<file path="config.mk">
export PLATFORM = sky130hd
export DESIGN_NAME = sfod_isqrt
export DESIGN_NICKNAME = d
export VERILOG_FILES = /design/src/hw/rtl/sfod_pkg.sv /design/src/hw/rtl/sfod_isqrt.sv
export SDC_FILE = /design/constraint.sdc
export NUM_CORES = 1
export LEC_CHECK = 0
export ABC_CLOCK_PERIOD_IN_PS = 6800
export BUFFER_PORTS_ARGS = -buffer_cell sky130_fd_sc_hd__buf_4
export CAP_MARGIN = 5
export CELL_PAD_IN_SITES_DETAIL_PLACEMENT = 1
export CELL_PAD_IN_SITES_GLOBAL_PLACEMENT = 2
export CORE_MARGIN = 8
export CORE_UTILIZATION = 25
export CTS_BUF_LIST = sky130_fd_sc_hd__clkbuf_16
export DETAILED_ROUTE_END_ITERATION = 12
export GPL_TIMING_DRIVEN = 0
export PLACE_DENSITY = 0.64
export SYNTH_ARGS = -nofsm -noshare
export SYNTH_HDL_FRONTEND = slang
export SYNTH_SLANG_ARGS = --single-unit
export TNS_END_PERCENT = 10
</file>
<file path="constraint.sdc">
create_clock -name clk -period 6.8 [get_ports clk]
set_input_delay 2.04 -clock clk [delete_from_list [all_inputs] [get_ports clk]]
set_output_delay 2.04 -clock clk [all_outputs]
set_load 0.03 [all_outputs]
</file>
<file path="src/hw/rtl/sfod_pkg.sv">
// ----------------------------------------------------------------------------
// sfod_pkg
// Shared constants for the spectral flux onset detector.
// ----------------------------------------------------------------------------
`timescale 1ns / 1ps
package sfod_pkg;
  localparam int FftSizeDef   = 512;
  localparam int CompW        = 16;
  localparam int MagW         = 17;
  localparam int AccW         = 24;
  localparam int TotW         = 25;
  localparam int CdW          = 8;
  localparam int CfgIdxW      = 1;
  localparam logic [CfgIdxW-1:0] CfgThreshold = 1'b0;
  localparam logic [CfgIdxW-1:0] CfgCooldown  = 1'b1;
  localparam logic [TotW-1:0] ThreshReset = 25'd3277;
  localparam logic [CdW-1:0]  CdReset     = 8'd10;
endpackage

</file>
<file path="src/hw/rtl/sfod_isqrt.sv">
// ----------------------------------------------------------------------------
// sfod_isqrt
// Digit-serial integer square root, one result bit per cycle.
// ----------------------------------------------------------------------------
`timescale 1ns / 1ps
module sfod_isqrt (
  input  logic        clk,
  input  logic        rst_n,
  input  logic        start,
  input  logic [31:0] radicand,
  output logic        done,
  output logic [15:0] root
);
  import sfod_pkg::*;

  logic [31:0] rad_r, rad_nxt;
  logic [17:0] rem_r, rem_nxt;
  logic [15:0] root_r, root_nxt;
  logic [4:0]  cnt_r, cnt_nxt;
  logic        busy_r, busy_nxt;
  logic        done_r, done_nxt;
  logic [17:0] trial;
  logic [17:0] shifted;

  // restoring method: bring down two bits, try 4*root+1
  always_comb begin
    shifted  = {rem_r[15:0], rad_r[31:30]};
    trial    = {root_r, 2'b01};
    rad_nxt  = rad_r;
    rem_nxt  = rem_r;
    root_nxt = root_r;
    cnt_nxt  = cnt_r;
    busy_nxt = busy_r;
    done_nxt = 1'b0;
    if (start) begin
      rad_nxt  = radicand;
      rem_nxt  = '0;
      root_nxt = '0;
      cnt_nxt  = 5'd16;
      busy_nxt = 1'b1;
    end else if (busy_r) begin
      rad_nxt = {rad_r[29:0], 2'b00};
      if (shifted >= trial) begin
        rem_nxt  = shifted - trial;
        root_nxt = {root_r[14:0], 1'b1};
      end else begin
        rem_nxt  = shifted;
        root_nxt = {root_r[14:0], 1'b0};
      end
      cnt_nxt = cnt_r - 5'd1;
      if (cnt_r == 5'd1) begin
        busy_nxt = 1'b0;
        done_nxt = 1'b1;
      end
    end
  end

  always_ff @(posedge clk) begin
    rad_r  <= rad_nxt;
    rem_r  <= rem_nxt;
    root_r <= root_nxt;
    if (!rst_n) begin
      cnt_r  <= '0;
      busy_r <= 1'b0;
      done_r <= 1'b0;
    end else begin
      cnt_r  <= cnt_nxt;
      busy_r <= busy_nxt;
      done_r <= done_nxt;
    end
  end

  assign done = done_r;
  assign root = root_r;
endmodule

</file>
Word level (Yosys, flattened, before mapping)
Index checks and enable logic that the tools add are counted.
- register bits after elaboration: 71
- output and inout port bits: 17
- word-level logic and storage cells: 26
- input port bits: 35
- reduce and logical (&&, ||, !) cells: 3
- bitwise gates (word level): 2
- magnitude comparators: 1
- multiplexer cells: 10
- add/sub/neg operators: 2
- eq/ne operators: 1
- operator list (cell ; count):
    two-way mux 32 bit ; 2
    greater-or-equal comparator 18 bit ; 1
    two-way mux 16 bit ; 1
    subtractor 16 bit ; 1
    two-way mux 5 bit ; 2
    == test 5 x 1 -> 1 bit (second input constant) ; 1
    two-way mux 1 bit ; 5
    subtractor 5 x 1 -> 5 bit (second input constant) ; 1
    OR reduction 3 bit ; 1
    NOT 1 bit ; 2
    nonzero test 2 bit ; 1
    OR reduction 2 bit ; 1

Depth between registers and ports, before layout
- depth in word-level cells: 4
- mapped depth: 11
- mapped depth without buffers: 9

Worst setup path after synthesis
Ideal clock, no wire load.
- kind: input -> register
- start: in start
- end: reg rad_r[0], enable pin
- buffers on the path: 1
- setup time: 0.387 ns
- cell stages on the path: 3
- required time: 6.413 ns
- path slack: 3.305 ns
- data arrival time: 3.108 ns
- path through: clkbuf_1 > nor2_1 > inv_1
- longest elaborated chain between the ends: 1
- RTL lines (what ; RTL line ; text):
    start: declaration ; sfod_isqrt.sv:9 ; input logic start,
    nonzero test 2 bit (no source line) ; n/a ;
    end signal: assignment ; sfod_isqrt.sv:59 ; rad_r <= rad_nxt;
    end: declaration ; sfod_isqrt.sv:16 ; logic [31:0] rad_r, rad_nxt;
Every way passes these cells.
A chain may end at the register's enable or synchronous reset.

Final worst setup path
- start: in start
- end: reg root_r[15], in the netlist root[15]
- RTL lines (what ; RTL line ; text):
    end signal: assignment ; sfod_isqrt.sv:61 ; root_r <= root_nxt;
    end: declaration ; sfod_isqrt.sv:18 ; logic [15:0] root_r, root_nxt;
No word-level cell between the ends.

==> run metrics <==
Yosys reg bits 71; Worst R2R Setup Slack 4.13 ns; adder-cell share of the synthesized area 0.0671; Rows 44; layout cell share with drive strength beyond 1 0.260; drt first pass iters 4; crit path cell chain buf_4, clkbuf_1, clkbuf_1, buf_1, nor2_1; largest family of logic cells by synthesized area multiplexers; routed length per instance 16.1 um; gr ovfl total 0; pin count of the biggest net entering global routing 33; critical path's slowest cell clkbuf_1; die area 19100 um^2; Max Slew Vio Count 0; crit-path max FO 10; synthesis-to-finish area growth 24.3%; Async SR Flop Fraction 0; Root Driver clkbuf_16; antenna violations before repair 0; number of synthesized flops with an enable pin 32; H-tree Lvls 3; Synth Area in Simple Gates 0.110; CTS max path bufs 2; Post-Syn Area 3730 um^2; MaxCap Viol Count 0; TritonCTS buffer count 9; max frequency 292 MHz; mux cell area share after synthesis 0.161; Crit Reg-Reg Endpoint rem_r[13]; diodes inserted 0; Initial Utilization 0.257; CTS sink count 71; Cells after Synth 347; Remaining DRCs 0; Reg area 1740 um^2; Buf/Inv on CP 4; area of the multi-input gates 1820 um^2; Post-CTS Resized 0; Worst Hold Launch rem_r[15]; Die W 138 um; CP Capture Type register; unrepaired setup endpoints after global routing false; Worst Path Required 7.02 ns; Crit Reg-Reg Startpoint root[0]; Mapped Avg Cell Area 10.8 um^2; final WL 9670 um; max incr delay on CP 0.54 ns; crit path DAT 3.65 ns; Design Power 0.00177 W; main flop type after synthesis dfxtp_1; Final Cycle Share 0.504; hold endpoint rem_r[15]; Pwr Density 381 nW/um^2; Setup Buffers After CTS 0; hold depth 2; Worst Max-Slew Pin Slew 0.846 ns; global-route wire length before repair 16000 um; TNS Setup 0 ns; number of port buffers 51; GRT Overall Usage 0.105; CORE AREA 14500 um^2; CP top delay family buffers and inverters; post-synthesis compound-gate area fraction 0.109; Leakage 1.83 nW; Post-DRT Antenna Nets 0; VDD IR max 0.169 mV; R2R cell count 9; Critical Path Start Type input port; die height 138 um; Setup violations, final 0; fillers 1649; register area share after synthesis 0.467; Setup WS post-layout 3.37 ns; Hold Vio Cnt, Final 0; minimum clock period 3.43 ns; Clk Latency, worst-skew pair 0.34 ns; total via count in the routed design 2735; synth warn 0; Top-Level Pins 52; Post-Syn Nets 402; Worst Clk Skew 0.00610 ns; most frequent CP cell clkbuf_1; CTS tree yes; slew margin rel. 0.436; vias in the first global route 2995; CTS clk-pin slew, worst paths 0.06 ns; initial DRC count 75; CTS Hold Bufs 0; HPWL reported at the end of detailed placement 7230 um; Critical Setup Path Class input port to register; CP startpoint start; DR vias/cell 4.57; post-synthesis xor/xnor area fraction 0.0423; status complete, no violations; DP Worst Slack 2.59 ns; Final nets 465; Yosys cell types 46; Hold Crit Class register to register; GP Congestion 0.749
==> worst register-to-register path, stage by stage (launching register included) <==
cell and delay (ns):
dfxtp_1 0.41, inv_1 0.07, ha_1 0.34, o21ai_0 0.19, a211oi_2 0.39, o2111ai_1 0.28, a32oi_1 0.40, a31oi_1 0.15
xor2_1 0.17, o31ai_1 0.19
==> cell usage in the layout (no fill, tap or decap), types with 4 or more instances in the layout <==
cell and count:
a21o_1 4, nor4_1 4, a21oi_1 11, xnor2_1 8, xor2_1 10, buf_4 51
clkbuf_16 9, dfxtp_1 39, buf_1 4, inv_1 26, a211oi_1 10, nor3_1 5
ha_1 20, clkbuf_1 8, nand3_1 5, mux2i_1 25, nand2_1 13, mux2_2 31
and2_1 4, o21ai_0 11, nor2_1 39, edfxtp_1 32
==> synth_stat cells (all sizes together) (7+ instances only) <==
library cell	number	area, um^2
a21oi	12	71.3
xor2	10	87.6
mux2	31	349
edfxtp	32	961
inv	25	93.8
o21ai	12	63.8
a211oi	11	87.6
xnor2	8	70.1
nor2	39	146
clkbuf	8	30.0
nand2	13	48.8
ha	20	250
buf	7	42.5
dfxtp	39	781
mux2i	25	250
==> stage by stage <==
step	hold slack, ns	utilization	cells	area, um^2
floorplan	0.429	-	347	3730
global placement	0.455	0.299	582	4340
detailed placement	0.468	0.299	582	4340
CTS	0.480	0.317	598	4610
global route	0.523	0.319	599	4640
finish	0.476	0.319	599	4640
==> layer usage <==
layer,track usage,part of all wire
met3,0.0459,0.072
met5,0,0
met4,0.0463,0.018
met2,0.164,0.45
met1,0.122,0.46
==> layout make-up <==
type,instances,share of cell area
multi-input cells,236,0.393
clock inverters,7,0.00863
repair buffers,52,0.0885
clock buffers,9,0.0486
inverters,25,0.0202
plain buffers,15,0.0157
flip-flops and latches,71,0.376
well taps,184,0.0496
==> report_power, final <==
| group | internal [W] | leakage (nW) | switching [W] |
|---|---|---|---|
| registers | 0.000505 | 0.641 | 0.0000363 |
| clock network | 0.000243 | 0.128 | 0.000191 |
| logic | 0.000367 | 1.06 | 0.000422 |
==> worst max-delay path by stage <==
| stage | endpoint | cells after the start |
|---|---|---|
| 3_5_place_dp | rad_r[18] | 4 |
| 5_1_grt | root[10] | 5 |
| 2_1_floorplan | rad_r[0] | 3 |
| 3_3_place_gp | rad_r[16] | 4 |
| 6_report | root[15] | 5 |
| 4_1_cts | rad_r[18] | 4 |
==> flip-flops by register name (all words and copies together) (netlist names) <==
signal	count
rad_r	32
rem_r	16
root	16
cnt_r	5
busy_r	1
done	1
==> kinds of logic (layout without fill, tap and decap cells) <==
| family | Yosys count | in the layout |
|---|---|---|
| buf+inv | 40 | 108 |
| fa+ha+maj | 20 | 20 |
| simple gates | 85 | 85 |
| compound gates | 57 | 57 |
| flops | 71 | 71 |
| xor+xnor | 18 | 18 |
| mux | 56 | 56 |
(Power assumes the default switching activity.)
